**src/rtl/deferred_delete_tracker_core_macros.svh**
```systemverilog
// Assertion macros shared by the tracker RTL. Each check is sampled on
// clk_i and is disabled while rst_ni is low.
`ifndef DEFERRED_DELETE_TRACKER_CORE_MACROS_SVH
`define DEFERRED_DELETE_TRACKER_CORE_MACROS_SVH
`ifndef SYNTHESIS
`define DDT_ASSERT(lbl, prop, msg) \
  lbl: assert property (@(posedge clk_i) disable iff (!rst_ni) prop) else $error(msg);
`define DDT_ASSERT_NEVER(lbl, cond, msg) \
  lbl: assert property (@(posedge clk_i) disable iff (!rst_ni) !(cond)) else $error(msg);
`else
`define DDT_ASSERT(lbl, prop, msg)
`define DDT_ASSERT_NEVER(lbl, cond, msg)
`endif
`endif

```
**src/rtl/ddt_pkg.sv**
```systemverilog
package ddt_pkg;

  localparam int unsigned Capacity = 64;
  localparam int unsigned IdxW     = (Capacity > 1) ? $clog2(Capacity) : 1;
  localparam int unsigned IdW      = 32;
  localparam int unsigned AgeW     = 8;

  typedef enum logic [1:0] {
    REQ_ADD   = 2'd0,
    REQ_QUERY = 2'd1,
    REQ_START = 2'd2,
    REQ_TRACK = 2'd3
  } req_e;

  typedef enum logic [1:0] {
    ST_OK      = 2'd0,
    ST_PRESENT = 2'd1,
    ST_FULL    = 2'd2,
    ST_STARTED = 2'd3
  } status_e;

  typedef enum logic [3:0] {
    FSM_IDLE = 4'b0001,
    FSM_READ = 4'b0010,
    FSM_EVAL = 4'b0100,
    FSM_FIN  = 4'b1000
  } fsm_e;

  typedef struct packed {
    logic [1:0]     req_type;
    logic [IdW-1:0] item_id;
  } req_t;

  typedef struct packed {
    logic [1:0]     status;
    logic           item_dead;
    logic [IdW-1:0] reclaimed_id;
    logic           reclaimed_valid;
    logic           last;
  } rsp_t;

  // One memory word: identifier and merge age of a slot.
  typedef struct packed {
    logic [IdW-1:0]  ident;
    logic [AgeW-1:0] age;
  } ent_t;

endpackage

```
**src/rtl/ddt_mem.sv**
```systemverilog
module ddt_mem (
  input  logic                     clk_i,
  input  logic                     we_i,
  input  logic [ddt_pkg::IdxW-1:0] waddr_i,
  input  ddt_pkg::ent_t            wdata_i,
  input  logic                     re_i,
  input  logic [ddt_pkg::IdxW-1:0] raddr_i,
  output ddt_pkg::ent_t            rdata_o
);

  ddt_pkg::ent_t mem_q [ddt_pkg::Capacity];
  ddt_pkg::ent_t rdata_q;

  always_ff @(posedge clk_i) begin
    if (we_i) begin
      mem_q[waddr_i] <= wdata_i;
    end
    if (re_i) begin
      rdata_q <= mem_q[raddr_i];
    end
  end

  assign rdata_o = rdata_q;

endmodule

```
**src/rtl/deferred_delete_tracker_core.sv**
```systemverilog
// Deferred delete tracker. The table of deleted identifiers lives in a
// one-port-write, one-port-read memory of Capacity words, each holding an
// identifier and its merge age; the valid and mark bits sit in flip-flops.
// Every request except merge start walks the memory slot by slot, each slot
// in a read state and then an evaluate-and-write-back state. Add and query
// stop early on a match; track merge always visits every slot and may wait
// while the output register is occupied. Merge start goes straight to the
// finish state. Track emits one beat per reclaimed identifier in ascending
// slot order, the final one with last set, or a single empty beat when
// nothing is reclaimed. A new request is taken only when the previous one
// has finished; its final beat may still wait in the output register.
`include "deferred_delete_tracker_core_macros.svh"

module deferred_delete_tracker_core (
  input  logic                           clk_i,
  input  logic                           rst_ni,
  input  logic                           cfg_we_i,
  input  logic [ddt_pkg::AgeW-1:0]       cfg_wdata_i,
  input  logic                           in_valid_i,
  output logic                           in_ready_o,
  input  ddt_pkg::req_t                  in_data_i,
  output logic                           out_valid_o,
  input  logic                           out_ready_i,
  output ddt_pkg::rsp_t                  out_data_o
);

  localparam logic [ddt_pkg::IdxW-1:0] LastIdx = ddt_pkg::IdxW'(ddt_pkg::Capacity - 1);

  ddt_pkg::fsm_e                  state_q, state_d;
  logic [ddt_pkg::AgeW-1:0]       limit_q;
  ddt_pkg::req_t                  req_q;
  logic [ddt_pkg::IdxW-1:0]       idx_q, idx_d;
  logic [ddt_pkg::Capacity-1:0]   valid_q, valid_d;
  logic [ddt_pkg::Capacity-1:0]   mark_q, mark_d;
  logic                           pending_q, pending_d;
  logic                           free_found_q, free_found_d;
  logic [ddt_pkg::IdxW-1:0]       free_idx_q, free_idx_d;
  logic                           hold_valid_q, hold_valid_d;
  logic [ddt_pkg::IdW-1:0]        hold_id_q, hold_id_d;
  ddt_pkg::rsp_t                  res_q, res_d;
  logic                           out_valid_q, out_valid_d;
  ddt_pkg::rsp_t                  out_q, out_d;

  logic                           mem_we, mem_re;
  logic [ddt_pkg::IdxW-1:0]       mem_waddr;
  ddt_pkg::ent_t                  mem_wdata, mem_rdata;

  logic                           out_free;
  logic                           in_acc;
  logic                           slot_valid, slot_hit, slot_reclaim;
  logic [ddt_pkg::AgeW-1:0]       new_age;
  ddt_pkg::rsp_t                  empty_rsp;

  ddt_mem u_mem (
    .clk_i  (clk_i),
    .we_i   (mem_we),
    .waddr_i(mem_waddr),
    .wdata_i(mem_wdata),
    .re_i   (mem_re),
    .raddr_i(idx_q),
    .rdata_o(mem_rdata)
  );

  assign in_ready_o  = (state_q == ddt_pkg::FSM_IDLE);
  assign in_acc      = in_valid_i && in_ready_o;
  assign out_free    = !out_valid_q || out_ready_i;
  assign out_valid_o = out_valid_q;
  assign out_data_o  = out_q;

  // Per-slot evaluation of the word read in the READ state.
  assign slot_valid   = valid_q[idx_q];
  assign slot_hit     = slot_valid && (mem_rdata.ident == req_q.item_id);
  assign new_age      = (mark_q[idx_q] && (mem_rdata.age != '1)) ?
                        mem_rdata.age + ddt_pkg::AgeW'(1) : mem_rdata.age;
  assign slot_reclaim = slot_valid && (new_age >= limit_q);

  always_comb begin
    empty_rsp        = '0;
    empty_rsp.last   = 1'b1;

    state_d      = state_q;
    idx_d        = idx_q;
    valid_d      = valid_q;
    mark_d       = mark_q;
    pending_d    = pending_q;
    free_found_d = free_found_q;
    free_idx_d   = free_idx_q;
    hold_valid_d = hold_valid_q;
    hold_id_d    = hold_id_q;
    res_d        = res_q;
    out_valid_d  = out_valid_q && !out_ready_i;
    out_d        = out_q;

    mem_we    = 1'b0;
    mem_re    = 1'b0;
    mem_waddr = idx_q;
    mem_wdata = '0;

    unique case (state_q)
      ddt_pkg::FSM_IDLE: begin
        if (in_acc) begin
          idx_d        = '0;
          free_found_d = 1'b0;
          hold_valid_d = 1'b0;
          res_d        = empty_rsp;
          if (in_data_i.req_type == ddt_pkg::REQ_START) begin
            // Marking is a single flop-wide copy of the valid bits.
            if (pending_q) begin
              res_d.status = ddt_pkg::ST_STARTED;
            end else begin
              mark_d    = valid_q;
              pending_d = 1'b1;
            end
            state_d = ddt_pkg::FSM_FIN;
          end else begin
            state_d = ddt_pkg::FSM_READ;
          end
        end
      end

      ddt_pkg::FSM_READ: begin
        mem_re  = 1'b1;
        state_d = ddt_pkg::FSM_EVAL;
      end

      ddt_pkg::FSM_EVAL: begin
        if (req_q.req_type == ddt_pkg::REQ_TRACK) begin
          // A reclaimed slot pushes the previously held identifier out as a
          // non-final beat; wait here if that beat finds the output register occupied.
          if (!(slot_reclaim && hold_valid_q && !out_free)) begin
            mark_d[idx_q] = 1'b0;
            if (slot_valid) begin
              mem_we          = 1'b1;
              mem_wdata.ident = mem_rdata.ident;
              mem_wdata.age   = new_age;
            end
            if (slot_reclaim) begin
              valid_d[idx_q] = 1'b0;
              if (hold_valid_q) begin
                out_valid_d                = 1'b1;
                out_d                      = '0;
                out_d.reclaimed_id         = hold_id_q;
                out_d.reclaimed_valid      = 1'b1;
              end
              hold_valid_d = 1'b1;
              hold_id_d    = mem_rdata.ident;
            end
            if (idx_q == LastIdx) begin
              res_d = empty_rsp;
              if (slot_reclaim || hold_valid_q) begin
                res_d.reclaimed_valid = 1'b1;
                res_d.reclaimed_id    = slot_reclaim ? mem_rdata.ident : hold_id_q;
              end
              pending_d = 1'b0;
              state_d   = ddt_pkg::FSM_FIN;
            end else begin
              idx_d   = idx_q + ddt_pkg::IdxW'(1);
              state_d = ddt_pkg::FSM_READ;
            end
          end
        end else begin
          if (!slot_valid && !free_found_q) begin
            free_found_d = 1'b1;
            free_idx_d   = idx_q;
          end
          if (slot_hit || (idx_q == LastIdx)) begin
            res_d = empty_rsp;
            if (req_q.req_type == ddt_pkg::REQ_QUERY) begin
              res_d.item_dead = slot_hit;
            end else if (slot_hit) begin
              res_d.status = ddt_pkg::ST_PRESENT;
            end else if (free_found_q || !slot_valid) begin
              // Lowest free slot seen during the scan takes the new entry.
              mem_we          = 1'b1;
              mem_waddr       = free_found_q ? free_idx_q : idx_q;
              mem_wdata.ident = req_q.item_id;
              mem_wdata.age   = '0;
              valid_d[mem_waddr] = 1'b1;
              mark_d[mem_waddr]  = 1'b0;
            end else begin
              res_d.status = ddt_pkg::ST_FULL;
            end
            state_d = ddt_pkg::FSM_FIN;
          end else begin
            idx_d   = idx_q + ddt_pkg::IdxW'(1);
            state_d = ddt_pkg::FSM_READ;
          end
        end
      end

      ddt_pkg::FSM_FIN: begin
        if (out_free) begin
          out_valid_d = 1'b1;
          out_d       = res_q;
          state_d     = ddt_pkg::FSM_IDLE;
        end
      end

      default: begin
        state_d = ddt_pkg::FSM_IDLE;
      end
    endcase
  end

  always_ff @(posedge clk_i or negedge rst_ni) begin
    if (!rst_ni) begin
      state_q      <= ddt_pkg::FSM_IDLE;
      limit_q      <= ddt_pkg::AgeW'(1);
      valid_q      <= '0;
      mark_q       <= '0;
      pending_q    <= 1'b0;
      out_valid_q  <= 1'b0;
      hold_valid_q <= 1'b0;
      free_found_q <= 1'b0;
      idx_q        <= '0;
    end else begin
      state_q      <= state_d;
      if (cfg_we_i) begin
        limit_q <= cfg_wdata_i;
      end
      valid_q      <= valid_d;
      mark_q       <= mark_d;
      pending_q    <= pending_d;
      out_valid_q  <= out_valid_d;
      hold_valid_q <= hold_valid_d;
      free_found_q <= free_found_d;
      idx_q        <= idx_d;
    end
  end

  always_ff @(posedge clk_i) begin
    if (in_acc) begin
      req_q <= in_data_i;
    end
    free_idx_q <= free_idx_d;
    hold_id_q  <= hold_id_d;
    res_q      <= res_d;
    out_q      <= out_d;
  end

  `DDT_ASSERT_NEVER(a_mark_only_valid, ((mark_q & ~valid_q) != '0), "mark set on a free slot")
  `DDT_ASSERT(a_mark_needs_pending, (mark_q != '0) |-> pending_q, "marks without a merge")
  `DDT_ASSERT(a_hold_in_track, hold_valid_q |-> (req_q.req_type == ddt_pkg::REQ_TRACK), "held id outside track")

endmodule
```
**config.mk**
```make
export PLATFORM = sky130hd
export DESIGN_NAME = deferred_delete_tracker_core
export DESIGN_NICKNAME = d
export VERILOG_FILES = /design/src/rtl/ddt_pkg.sv /design/src/rtl/ddt_mem.sv /design/src/rtl/deferred_delete_tracker_core.sv
export VERILOG_INCLUDE_DIRS = /design/src /design/src/rtl
export SDC_FILE = /design/constraint.sdc
export NUM_CORES = 2
export LEC_CHECK = 0
export BUFFER_PORTS_ARGS = -buffer_cell sky130_fd_sc_hd__buf_2
export CORE_AREA = 2 2 523 525
export DETAILED_ROUTE_END_ITERATION = 7
export DIE_AREA = 0 0 525 527
export GPL_TIMING_DRIVEN = 1
export PLACE_DENSITY = 0.67
export SYNTH_ARGS = -nofsm -noshare
export SYNTH_HDL_FRONTEND = slang
export SYNTH_SLANG_ARGS = --single-unit
```
**constraint.sdc**
```tcl
create_clock -name clk_i -period 7.27 [get_ports clk_i]
set_input_delay 0.727 -clock clk_i [delete_from_list [all_inputs] [get_ports clk_i]]
set_output_delay 0.727 -clock clk_i [all_outputs]
set_load 0.01 [all_outputs]
```
==> impl_metrics.json <==
{
  "crit_path_max_incr_delay_ns": 0.81,
  "yosys_warnings": 0,
  "dp_cells": 9718,
  "crit_chain": "buf_4, mux2i_1, a2bb2oi_1, a31oi_1, a2111oi_0, buf_4, and3_1, a21oi_1, xnor2_1, ha_1, nand2b_1, a21o_1, a211o_1, a221o_1, and3_1, nor3b_2, buf_12, o221ai_2, nor2_4, buf_12",
  "cts.sinks": 2895,
  "routed_wl_um": 331000,
  "hold_start": "cfg_wdata_i[5]",
  "nNetsFinal": 6519,
  "start_kind": "flip-flop",
  "cellPowerDensity_mw_per_mm2": 275,
  "hold_viol_final": 0,
  "grt.total_usage_pct": 23.2,
  "syn_area_mm2": 0.108,
  "worstPathMaxFanout": 23,
  "critPathSlowestCell": "dfrtp_1",
  "min_period_ns": 6.85,
  "wl_met3_um": 46500,
  "synth.distinct_cells": 71,
  "pwr-share-seq_pct": 53.6,
  "pwr-share-clk_pct": 41.6,
  "cts_setup_buffers": 0,
  "initial_core_util_pct": 39.7,
  "final_antenna_net_count": 0,
  "hold_depth": 3,
  "stdcell_count": 10300,
  "clk_pin_slew_worst_paths_ns": 0.07,
  "synth_most_common_cell": "edfxtp_1",
  "htreeDepth": 5,
  "overflow": 0,
  "vias": 65600,
  "avgSynthCellArea_um2": 17.6,
  "combPwrFrac_pct": 4.8,
  "dr.max_layer_used": "met5",
  "grt_pass1_vias": 62200,
  "end_kind": "flip-flop",
  "dr.pass1.iters": 7,
  "synth_area_leaders": "edfxtp_1, a22oi_1, dfrtp_1",
  "cp_top_family": "compound AO/OA/AOI/OAI gates",
  "die_y_um": 527,
  "r2r-end": "u_mem.mem_q[58][12]$_DFFE_PP_",
  "place_hpwl_um": 193000,
  "core_area_mm2": 0.272,
  "cts_root_buf": "clkbuf_16",
  "synthTopCellsByCount": "edfxtp_1, a22oi_1, clkbuf_1, a22o_1, a221oi_1",
  "antenna_found_initial": 13,
  "fin_skew_ns": 0.0914,
  "met2_length_um": 146000,
  "gp_congestion": 0.923,
  "hold_class": "input pin to flip-flop",
  "yosysSeqAreaShare_pct": 79.8,
  "synth_largest_area_cell": "edfxtp_1",
  "path_class": "flip-flop to flip-flop",
  "viasPerCell": 6.39,
  "cts_tree": "built",
  "post-route-drc-count": 0,
  "swShare_pct": 22.0,
  "maxCapViolCount": 0,
  "grt_pass1_wl_um": 466000,
  "met1_length_um": 127000,
  "status": "finished clean",
  "synth_nets": 6193,
  "synth_flop_cell": "edfxtp_1",
  "crit_buf_inv": 4,
  "p_switching_mw": 7.55,
  "p_int_mw": 26.8,
  "synth_seq_cells": 2895,
  "die_x_um": 525,
  "setup_viol": 0,
  "cp.required_ns": 7.88,
  "reg2reg_slack_ns": 0.42,
  "synth-edff-count": 2745,
  "regToRegStartpoint": "idx_q[1]$_DFFE_PN0P_",
  "drtIter0Drc": 11200,
  "clk_latency_ns": 0.96,
  "vdd_drop_max_mv": 0.274,
  "grt_max_degree": 113,
  "finalSetupTns_ns": 0,
  "synth_cells": 6136,
  "drv_slew": 0,
  "cts_max_path_buffers": 4,
  "netlist.area_leader.share_pct": 76.3,
  "rows": 192,
  "rsz0062_at_grt": "no",
  "area_growth_pct": 15.6,
  "power.leakage_nw": 41.6,
  "portBuffers": 85,
  "reg2regPathDepth": 20,
  "drive_gt1_share_pct": 14.7,
  "tightestPinTransition_ns": 1.40,
  "routedWlPerCell_um": 32.3,
  "final.fill_count": 22400,
  "num_io_pins": 86,
  "dieArea_mm2": 0.277,
  "finalCritPeriodShare_pct": 94.2,
  "numCtsBuffers": 294,
  "timing.fmax_mhz": 146,
  "arrival_ns": 7.46,
  "async_reset_ff_share_pct": 5.18,
  "slew_headroom_pct": 6.62,
  "hold_end": "limit_q[5]$_DFFE_PN0P_"
}
[worst min-delay path: cells and delay by family]
kind	cells	cell delay (ns)
and+or+nand+nor	1	0.04
AOI/OAI and AO/OA	1	0.06
buffers and inverters	1	0.08
[cells by family (layout without fill, tap and decap cells)]
kind of cell,after synthesis,after routing,share of synthesized area (%)
other,0,3,0
XOR/XNOR,38,38,0.308
AO/OA/AOI/OAI,1974,1974,13.7
buffers and inverters,427,955,1.57
flip-flops,2895,2895,79.8
AND/OR/NAND/NOR,640,640,2.85
adder cells (fa/ha/maj),10,10,0.116
multiplexers,152,152,1.64
[sequential cells by signal, summed over array words and instances, names as in the netlist]
signal and count:
hold_id_q 32, hold_valid_q 1, u_mem.mem_q 2560, res_q 36
out_valid_o 1, mark_q 64, free_idx_q 6, limit_q 8
free_found_q 1, u_mem.rdata_o 40, req_q 34, pending_q 1
out_data_o 37, idx_q 6, state_q 4, valid_q 64
[through the flow]
step	area (µm²)	util, %	power [mW]	hold slack, ns	worst slack, ns
6_report	125000	46.0	34.4	0.0495	0.421
4_1_cts	125000	46.0	34.4	0.00336	0.554
3_3_place_gp	116000	42.6	20.4	0.481	0.441
5_1_grt	125000	46.0	35.2	0.0309	0.153
2_1_floorplan	108000	-	19.6	0.420	0.482
3_5_place_dp	116000	42.6	20.4	0.484	0.552
[worst max-delay path by stage]
stage                              start                       endpoint  slack [ns]  cells after the start
floorplan           idx_q[1]$_DFFE_PN0P_    out_data_o[0]$_SDFFCE_PN0P_        0.48                     16
global placement    idx_q[1]$_DFFE_PN0P_   u_mem.mem_q[58][7]$_DFFE_PP_        0.44                     20
detailed placement  idx_q[1]$_DFFE_PN0P_  u_mem.mem_q[58][33]$_DFFE_PP_        0.55                     20
CTS                 idx_q[1]$_DFFE_PN0P_  u_mem.mem_q[58][14]$_DFFE_PP_        0.55                     20
global route        idx_q[1]$_DFFE_PN0P_  u_mem.mem_q[58][14]$_DFFE_PP_        0.15                     20
finish              idx_q[1]$_DFFE_PN0P_  u_mem.mem_q[58][12]$_DFFE_PP_        0.42                     20
[final cells by class]
type,count,area (µm²),area share [%]
clock buffer,367,7820,6.26
antenna,3,7.51,0.00601
tap,3589,4490,3.60
clock inverter,131,1040,0.837
inverter,19,71.3,0.0571
sequential,2895,86200,69.0
timing repair buffer,438,4350,3.48
multi-input combinational,2814,20900,16.7
[layer usage]
| metal | GRT usage, % | vias up |
|---|---|---|
| met2 | 34.3 | 5035 |
| met5 | 0 | - |
| met3 | 6.89 | 711 |
| met1 | 32.5 | 33400 |
| li1 | - | 26400 |
| met4 | 8.04 | 12 |
[what timing repair did]
item	in CTS	in global routing
endpoints found under the hold margin	131	0
hold buffers	37	0
gates resized for setup	0	0
[placed cells by master, fill, tap and decap left out, types with 62 or more instances in the layout]
| cell type | instances |
|---|---|
| a221oi_1 | 278 |
| edfxtp_1 | 2745 |
| nand2_1 | 266 |
| a22oi_1 | 711 |
| buf_4 | 222 |
| o21ai_0 | 199 |
| a31oi_1 | 267 |
| dfrtp_1 | 147 |
| clkbuf_1 | 62 |
| nor2_4 | 69 |
| o221ai_1 | 65 |
| buf_2 | 84 |
| a22o_1 | 284 |
| clkbuf_16 | 301 |
| buf_12 | 94 |
[power by group through the flow]
| stage | clock (mW) | sequential [mW] | combinational [mW] |
|---|---|---|---|
| 2_1_floorplan | 0 | 18.7 | 0.915 |
| 3_3_place_gp | 0 | 18.8 | 1.58 |
| 3_5_place_dp | 0 | 18.8 | 1.60 |
| 4_1_cts | 14.4 | 18.4 | 1.62 |
| 5_1_grt | 15.0 | 18.4 | 1.70 |
| 6_report | 14.3 | 18.4 | 1.65 |
Note: power is estimated with default switching activity, not from simulation.
